## config.mk

```make
export PLATFORM = sky130hd
export DESIGN_NAME = frame_admission_whitelist_replay
export DESIGN_NICKNAME = d
export VERILOG_FILES = /design/src/rtl/core/fawr_pkg.sv /design/src/rtl/core/fawr_cell.sv /design/src/rtl/core/frame_admission_whitelist_replay.sv
export SDC_FILE = /design/constraint.sdc
export NUM_CORES = 2
export LEC_CHECK = 0
export BUFFER_PORTS_ARGS = -buffer_cell sky130_fd_sc_hd__buf_2
export CORE_MARGIN = 4
export CORE_UTILIZATION = 63
export DETAILED_ROUTE_END_ITERATION = 16
export GPL_TIMING_DRIVEN = 1
export PLACE_DENSITY = 0.78
export SYNTH_ARGS = -nofsm -noshare
export SYNTH_HDL_FRONTEND = slang
export SYNTH_HIERARCHICAL = 1
export SYNTH_SLANG_ARGS = --single-unit
```

## constraint.sdc

```tcl
create_clock -name clk -period 4.9 [get_ports clk]
set_clock_uncertainty 0.15 [all_clocks]
set_input_delay 0 -clock clk [delete_from_list [all_inputs] [get_ports clk]]
set_output_delay 0 -clock clk [all_outputs]
set_load 0.005 [all_outputs]
```

## src/rtl/core/fawr_pkg.sv

```systemverilog
// Shared types, codes and constants for the frame admission whitelist filter.
`default_nettype none

package fawr_pkg;

    localparam int NODE_SLOTS_DEF     = 16;
    localparam int AUTH_TAG_BYTES_DEF = 32;
    localparam int HEADER_BYTES       = 9;

    localparam logic [1:0] KIND_FRAME  = 2'd0;
    localparam logic [1:0] KIND_ADD    = 2'd1;
    localparam logic [1:0] KIND_REMOVE = 2'd2;

    localparam logic [3:0] ST_OK      = 4'd0;
    localparam logic [3:0] ST_SHORT   = 4'd1;
    localparam logic [3:0] ST_MAGIC   = 4'd2;
    localparam logic [3:0] ST_PAYLOAD = 4'd3;
    localparam logic [3:0] ST_TRUNC   = 4'd4;
    localparam logic [3:0] ST_UNKNOWN = 4'd5;
    localparam logic [3:0] ST_REPLAY  = 4'd6;
    localparam logic [3:0] ST_AUTH    = 4'd7;
    localparam logic [3:0] ST_FULL    = 4'd8;
    localparam logic [3:0] ST_ABSENT  = 4'd9;

    localparam logic [2:0] CFG_OWN_NODE_ID    = 3'd0;
    localparam logic [2:0] CFG_EXPECTED_MAGIC = 3'd1;
    localparam logic [2:0] CFG_PAYLOAD_LIMIT  = 3'd2;
    localparam logic [2:0] CFG_ACK_TYPE_CODE  = 3'd3;
    localparam logic [2:0] CFG_JOIN_TYPE_CODE = 3'd4;

    localparam logic [7:0] PAYLOAD_LIMIT_RST = 8'd214;

    typedef struct packed {
        logic [1:0]  kind;
        logic [15:0] node_id;
        logic [7:0]  frame_length;
        logic [15:0] magic_word;
        logic [7:0]  sequence_req;
        logic [7:0]  message_type;
        logic [7:0]  payload_length;
        logic        auth_ok;
    } in_item_t;

    typedef struct packed {
        logic [3:0]  status;
        logic        ack_recorded;
        logic        join_added;
        logic [15:0] sender_rx_count;
    } out_item_t;

    // Request traveling down the cell row, with the result as it stands so far.
    typedef struct packed {
        logic        valid;
        logic [1:0]  kind;
        logic [15:0] node_id;
        logic [7:0]  seq;
        logic        own;
        logic        pre_ok;
        logic        auth;
        logic        is_ack;
        logic        join_ok;
        logic        append_ok;
        logic        found;
        logic        appended;
        logic [3:0]  status;
        logic        ack_recorded;
        logic        join_added;
        logic [15:0] rx;
    } token_t;

endpackage

`default_nettype wire

```

## src/rtl/core/fawr_cell.sv

```systemverilog
// One whitelist slot: holds an entry and acts on the request passing through.
`default_nettype none

module fawr_cell
    import fawr_pkg::*;
(
    input  wire logic   clk,
    input  wire logic   rst_n,
    input  wire token_t tok_in,
    output token_t      tok_out
);

    logic        used_reg, used_next;
    logic        active_reg, active_next;
    logic [7:0]  seq_reg, seq_next;
    logic [15:0] rx_reg, rx_next;
    logic [15:0] id_reg, id_next;
    token_t      tok_reg, tok_next;
    logic        hit;
    logic        place;

    always_comb
    begin
        used_next   = used_reg;
        active_next = active_reg;
        seq_next    = seq_reg;
        rx_next     = rx_reg;
        id_next     = id_reg;
        tok_next    = tok_in;

        hit   = tok_in.valid && used_reg && !tok_in.found && (id_reg == tok_in.node_id);
        place = tok_in.valid && !used_reg && !tok_in.found && tok_in.append_ok;

        if (hit)
        begin
            tok_next.found = 1'b1;
            tok_next.rx    = rx_reg;
            case (tok_in.kind)
                KIND_FRAME:
                begin
                    if (tok_in.pre_ok)
                    begin
                        tok_next.ack_recorded = 1'b0;
                        if (!tok_in.own && !active_reg)
                        begin
                            tok_next.status = ST_UNKNOWN;
                        end
                        else if (seq_reg == tok_in.seq)
                        begin
                            tok_next.status = ST_REPLAY;
                        end
                        else
                        begin
                            // advance sequence and count ahead of the auth verdict
                            seq_next    = tok_in.seq;
                            rx_next     = rx_reg + 16'd1;
                            tok_next.rx = rx_reg + 16'd1;
                            if (!tok_in.auth)
                            begin
                                tok_next.status = ST_AUTH;
                            end
                            else
                            begin
                                tok_next.status       = ST_OK;
                                tok_next.ack_recorded = tok_in.is_ack;
                                if (tok_in.join_ok)
                                begin
                                    active_next         = 1'b1;
                                    tok_next.join_added = 1'b1;
                                end
                            end
                        end
                    end
                end
                KIND_ADD:
                begin
                    if (tok_in.append_ok)
                    begin
                        active_next = 1'b1;
                    end
                end
                KIND_REMOVE:
                begin
                    active_next     = 1'b0;
                    tok_next.status = ST_OK;
                end
                default:
                begin
                    // unused kind reports no count
                    tok_next.rx = tok_in.rx;
                end
            endcase
        end

        // first free slot takes the new node
        if (place)
        begin
            used_next           = 1'b1;
            active_next         = 1'b1;
            id_next             = tok_in.node_id;
            tok_next.found      = 1'b1;
            tok_next.appended   = 1'b1;
            tok_next.join_added = (tok_in.kind == KIND_FRAME);
            tok_next.rx         = rx_reg;
        end
    end

    always_ff @(posedge clk or negedge rst_n)
    begin
        if (!rst_n)
        begin
            used_reg   <= 1'b0;
            active_reg <= 1'b0;
            seq_reg    <= '0;
            rx_reg     <= '0;
            tok_reg    <= '0;
        end
        else
        begin
            used_reg   <= used_next;
            active_reg <= active_next;
            seq_reg    <= seq_next;
            rx_reg     <= rx_next;
            tok_reg    <= tok_next;
        end
    end

    always_ff @(posedge clk)
    begin
        id_reg <= id_next;
    end

    assign tok_out = tok_reg;

endmodule

`default_nettype wire

```

## src/rtl/core/frame_admission_whitelist_replay.sv

```systemverilog
// Top level of the frame admission filter: header checks, cell row, result register.
//
//  channel | signals                         | direction | payload
//  --------+---------------------------------+-----------+----------------------------
//  in      | in_valid, in_ready, in_item     | to block  | in_item_t request
//  out     | out_valid, out_ready, out_item  | from block| out_item_t result
//  cfg     | cfg_valid, cfg_ready, cfg_index,| to block  | register index, 16-bit data
//          | cfg_data                        |           |
//
// An accepted request moves through the row of slot cells one cell per cycle, then
// through a holding register into the output register. One request is in the row at a
// time; the next one is accepted once the previous result has left the holding register,
// also while that result still waits on out. Reset clears table and counters and returns
// the configuration registers to their reset values; cfg is always ready.
`default_nettype none

module frame_admission_whitelist_replay
    import fawr_pkg::*;
#(
    parameter int NODE_SLOTS     = NODE_SLOTS_DEF,
    parameter int AUTH_TAG_BYTES = AUTH_TAG_BYTES_DEF
)
(
    input  wire logic        clk,
    input  wire logic        rst_n,
    input  wire logic        in_valid,
    output logic             in_ready,
    input  wire in_item_t    in_item,
    output logic             out_valid,
    input  wire logic        out_ready,
    output out_item_t        out_item,
    input  wire logic        cfg_valid,
    output logic             cfg_ready,
    input  wire logic [2:0]  cfg_index,
    input  wire logic [15:0] cfg_data
);

    localparam int CNT_W   = $clog2(NODE_SLOTS + 1);
    localparam int MIN_LEN = HEADER_BYTES + AUTH_TAG_BYTES;

    typedef enum logic [2:0] {
        S_IDLE = 3'b001,
        S_RUN  = 3'b010,
        S_DONE = 3'b100
    } state_t;

    state_t      state_reg, state_next;
    logic [15:0] own_id_reg;
    logic [15:0] magic_reg;
    logic [7:0]  plimit_reg;
    logic [7:0]  ack_code_reg;
    logic [7:0]  join_code_reg;
    logic [CNT_W-1:0] used_cnt_reg;
    logic        ack_pending_reg;
    logic [7:0]  ack_seq_reg;
    token_t      pend_reg;
    out_item_t   out_reg;
    logic        out_valid_reg;
    token_t      tok [NODE_SLOTS+1];
    token_t      entry;
    logic        in_fire;
    logic        move;
    logic        full;
    logic        is_ack;
    logic [9:0]  need_len;

    assign in_ready  = (state_reg == S_IDLE);
    assign in_fire   = in_valid && in_ready;
    assign cfg_ready = 1'b1;
    assign move      = (state_reg == S_DONE) && (!out_valid_reg || out_ready);
    assign full      = (used_cnt_reg == CNT_W'(NODE_SLOTS));

    always_comb
    begin
        is_ack   = (in_item.message_type == ack_code_reg);
        need_len = 10'(HEADER_BYTES) + {2'b00, in_item.payload_length}
                   + 10'(AUTH_TAG_BYTES);

        entry              = '0;
        entry.valid        = in_fire;
        entry.kind         = in_item.kind;
        entry.node_id      = in_item.node_id;
        entry.seq          = in_item.sequence_req;
        entry.own          = (in_item.node_id == own_id_reg);
        entry.auth         = in_item.auth_ok;
        entry.is_ack       = is_ack;
        entry.join_ok      = !is_ack && (in_item.message_type == join_code_reg) && !full;
        entry.pre_ok       = 1'b0;

        // result assuming the node is not in the table; a matching cell may override it
        case (in_item.kind)
            KIND_FRAME:
            begin
                if ({2'b00, in_item.frame_length} < 10'(MIN_LEN))
                    entry.status = ST_SHORT;
                else if (in_item.magic_word != magic_reg)
                    entry.status = ST_MAGIC;
                else if (in_item.payload_length > plimit_reg)
                    entry.status = ST_PAYLOAD;
                else if (need_len > {2'b00, in_item.frame_length})
                    entry.status = ST_TRUNC;
                else
                begin
                    entry.pre_ok = 1'b1;
                    if (!entry.own)
                        entry.status = ST_UNKNOWN;
                    else if (!in_item.auth_ok)
                        entry.status = ST_AUTH;
                    else
                    begin
                        entry.status       = ST_OK;
                        entry.ack_recorded = is_ack;
                        entry.append_ok    = entry.join_ok;
                    end
                end
            end
            KIND_ADD:
            begin
                entry.status    = full ? ST_FULL : ST_OK;
                entry.append_ok = !full;
            end
            KIND_REMOVE:
            begin
                entry.status = ST_ABSENT;
            end
            default:
            begin
                entry.status = ST_OK;
            end
        endcase
    end

    assign tok[0] = entry;

    for (genvar g = 0; g < NODE_SLOTS; g++)
    begin : g_cell
        fawr_cell u_cell (
            .clk     (clk),
            .rst_n   (rst_n),
            .tok_in  (tok[g]),
            .tok_out (tok[g+1])
        );
    end

    always_comb
    begin
        state_next = state_reg;
        unique case (state_reg)
            S_IDLE: if (in_fire) state_next = S_RUN;
            S_RUN:  if (tok[NODE_SLOTS].valid) state_next = S_DONE;
            S_DONE: if (move) state_next = S_IDLE;
            default: state_next = S_IDLE;
        endcase
    end

    always_ff @(posedge clk or negedge rst_n)
    begin
        if (!rst_n)
        begin
            state_reg       <= S_IDLE;
            own_id_reg      <= '0;
            magic_reg       <= '0;
            plimit_reg      <= PAYLOAD_LIMIT_RST;
            ack_code_reg    <= '0;
            join_code_reg   <= '0;
            used_cnt_reg    <= '0;
            ack_pending_reg <= 1'b0;
            ack_seq_reg     <= '0;
            out_valid_reg   <= 1'b0;
        end
        else
        begin
            state_reg <= state_next;

            if (cfg_valid && cfg_ready)
            begin
                unique case (cfg_index)
                    CFG_OWN_NODE_ID:    own_id_reg    <= cfg_data;
                    CFG_EXPECTED_MAGIC: magic_reg     <= cfg_data;
                    CFG_PAYLOAD_LIMIT:  plimit_reg    <= cfg_data[7:0];
                    CFG_ACK_TYPE_CODE:  ack_code_reg  <= cfg_data[7:0];
                    CFG_JOIN_TYPE_CODE: join_code_reg <= cfg_data[7:0];
                    default: ;
                endcase
            end

            if (tok[NODE_SLOTS].valid)
            begin
                if (tok[NODE_SLOTS].appended)
                    used_cnt_reg <= used_cnt_reg + CNT_W'(1);
                if (tok[NODE_SLOTS].ack_recorded)
                begin
                    ack_pending_reg <= 1'b1;
                    ack_seq_reg     <= tok[NODE_SLOTS].seq;
                end
            end

            if (move)
                out_valid_reg <= 1'b1;
            else if (out_ready)
                out_valid_reg <= 1'b0;
        end
    end

    // hold the finished request until the output register is free
    always_ff @(posedge clk)
    begin
        if (tok[NODE_SLOTS].valid)
            pend_reg <= tok[NODE_SLOTS];
        if (move)
        begin
            out_reg.status          <= pend_reg.status;
            out_reg.ack_recorded    <= pend_reg.ack_recorded;
            out_reg.join_added      <= pend_reg.join_added;
            out_reg.sender_rx_count <= pend_reg.rx;
        end
    end

    assign out_valid = out_valid_reg;
    assign out_item  = out_reg;

    a_cnt_bound: assert property (@(posedge clk) disable iff (!rst_n)
        used_cnt_reg <= CNT_W'(NODE_SLOTS))
        else $error("slot count beyond table size");

    a_tail_in_run: assert property (@(posedge clk) disable iff (!rst_n)
        tok[NODE_SLOTS].valid |-> state_reg == S_RUN)
        else $error("request left the cell row outside of RUN");

    a_append_room: assert property (@(posedge clk) disable iff (!rst_n)
        (tok[NODE_SLOTS].valid && tok[NODE_SLOTS].appended)
            |-> used_cnt_reg < CNT_W'(NODE_SLOTS))
        else $error("node appended to a full table");

    a_ack_record: assert property (@(posedge clk) disable iff (!rst_n)
        (tok[NODE_SLOTS].valid && tok[NODE_SLOTS].ack_recorded)
            |=> ack_pending_reg && ack_seq_reg == $past(tok[NODE_SLOTS].seq))
        else $error("acknowledgement not recorded");

endmodule

`default_nettype wire

```

==> flow_summary.ini <==
[flow_run]
maxCapViolCount = 0

[place]
dp_hpwl_um = 120700
port_buffers = 114
place_ws_ps = 731.1
placed_area_sq_mm = 0.07646
gp_congestion = 0.9199

[timing]
finalSetupViolations = 0
period_minus_slack_ps = 4734
grt_setup_unrepaired = no
setup_tns_ps = 0
hold_viol_final = 0
slew_violations = 0
fin_crit_sh_pct = 96.61
hold-worst-slack_ps = 94.23
max_freq_mhz = 211.2
slew_headroom_pct = 16.91
worstMarginPinSlew_ps = 1237
worst_slack_ps = 166.0

[finish]
largest_reg_flops = 879
fin_util_pct = 71.55
final_area_sq_mm = 0.08359
diodes = 0
syn_to_final_growth_pct = 12.27
final_nets = 6760
final_common_cell = dfrtp_1
final_cell_mix = dfrtp_1 (1354), nand2_1 (462), xnor2_1 (446)
n_fill_cell = 7849
layout-drive-gt1-share_pct = 11.34

[drt]
post-route-drc-count = 0
first_iter_violations = 5335
via_per_inst = 6.213
first_pass_iters = 6
post_drt_wl_per_cell_um = 21.56
totalWireLength_um = 177500
antenna_left = 0
routed-via-count = 51160

[power]
p_switching_w = 0.007626
internal_power_w = 0.02398
switching_share_pct = 24.13
peakVddDrop_v = 0.0003603
power.density_mw_per_mm2 = 378.1
power_frac_clock_pct = 41.5
power_frac_comb_pct = 8.0
seqPwrFrac_pct = 50.5
power.leakage_nw = 33.90

[grt]
grt_pass1_vias = 51420
grt_max_degree = 161
track_usage_pct = 29.00
antenna_found_initial = 1
grt_overflow = 0
grt_pass1_wl_um = 283400

[cts]
post_cts_buffers = 0
clk_pin_slew_ps = 60
cts_tree = done
cts.sinks = 1660
clockBufferDepth = 3
cts_made_buffers = 164
clock_latency_ps = 800
cts-root-buf = clkbuf_16
htreeDepth = 4

[synthesis]
yosys_warnings = 6
avgSynthCellArea_sq_um = 11.80
synth_area_sq_mm = 0.07445
synthCells = 6307

[setup_path]
worst_path_most_repeated_cell = dlygate4sd3_1
rr_worst_depth = 11
cpPeakStageDelay_ps = 720
cp.required_ps = 5420
reg2reg_from = magic_reg[0]
crit-reg2reg-capture = g_cell[0].u_cell/tok_out[21]
crit_fanout = 5
cp.buffers_inverters = 4
crit_arrival_ps = 5260
worst_setup_path_end_kind = flop
crit_slowest_cell = dlygate4sd3_1
regToRegSetupSlack_ps = 170
cp_cell_sequence = xnor2_1 -> nand4_1 -> dlygate4sd3_1 -> nor4_4 -> dlygate4sd3_1 -> nand4b_1 -> nor2_1 -> dlygate4sd3_1 -> mux2i_1 -> o31a_1 -> dlygate4sd3_1
crit_family = buffers and inverters
critical_path_class = reg2reg
startpoint_type = flop
worstSetupPathDepth = 11

[status]
status = finished clean

[floorplan]
fp.dieH_um = 351.8
io_pins = 116
dieArea_sq_mm = 0.1237
num_rows = 125
die_w_um = 351.8
initial_utilization_pct = 63.73
core_region_area_sq_mm = 0.1168

[hold_path]
min_path_cells = 5
hold_path_class = in2reg
hold_path_startpoint = in_item[0]
min_to = g_cell[0].u_cell/tok_out[18]
[metal layers]
layer	global-route usage, %	part of all wire (%)
met5	0	0.0068
met3	3.980	5.4
met4	12.45	4.4
met1	38.03	40
met2	48.98	50
[worst min-delay path, delay by kind of cell]
kind	cells	cell delay, ps
simple gates	1	60
compound gates	2	250
buf+inv	2	680
[what timing repair did]
action / 4_1_cts / 5_1_grt
resized for setup: 0 / 1
hold endpoints to repair: 1520 / 0
hold buffers: 135 / 0
setup endpoints to repair: 0 / 5
[how the worst max path moves through the flow]
stage / from / end / slack [ps]
final: magic_reg[0] / g_cell[0].u_cell/tok_out[21] / 170
after floorplan: plimit_reg[2] / g_cell[0].u_cell/rx_reg[1] / 1470
after global placement: plimit_reg[2] / g_cell[0].u_cell/seq_reg[0] / 950
after global routing: magic_reg[7] / g_cell[0].u_cell/tok_out[21] / 7
after CTS: magic_reg[11] / g_cell[0].u_cell/seq_reg[0] / 320
after detailed placement: plimit_reg[2] / g_cell[0].u_cell/seq_reg[0] / 730
[final cells by class]
class | count | area [sq um] | share of cell area [%]
clock inverters | 77 | 1116 | 1.335
inverters | 288 | 1081 | 1.293
repair buffers | 339 | 2721 | 3.256
multi-input cells | 4117 | 29070 | 34.78
well taps | 1524 | 1907 | 2.281
clock buffers | 229 | 4643 | 5.555
flip-flops and latches | 1660 | 43050 | 51.50
[through the flow]
step           instances  power, W
2_1_floorplan       6326   0.01739
3_3_place_gp        7793   0.01845
3_5_place_dp        7793   0.01855
4_1_cts             8234   0.03179
5_1_grt             8234   0.03279
6_report            8234   0.03161
[power by group through the flow]
stage          combinational, W  clock (W)  sequential [W]
5_1_grt                 0.00277     0.0140          0.0160
4_1_cts                 0.00251     0.0133          0.0159
2_1_floorplan           0.00153          0          0.0159
6_report                0.00253     0.0131          0.0160
3_3_place_gp            0.00231          0          0.0161
3_5_place_dp            0.00237          0          0.0162
No activity file was read; power rests on OpenSTA's default activity.
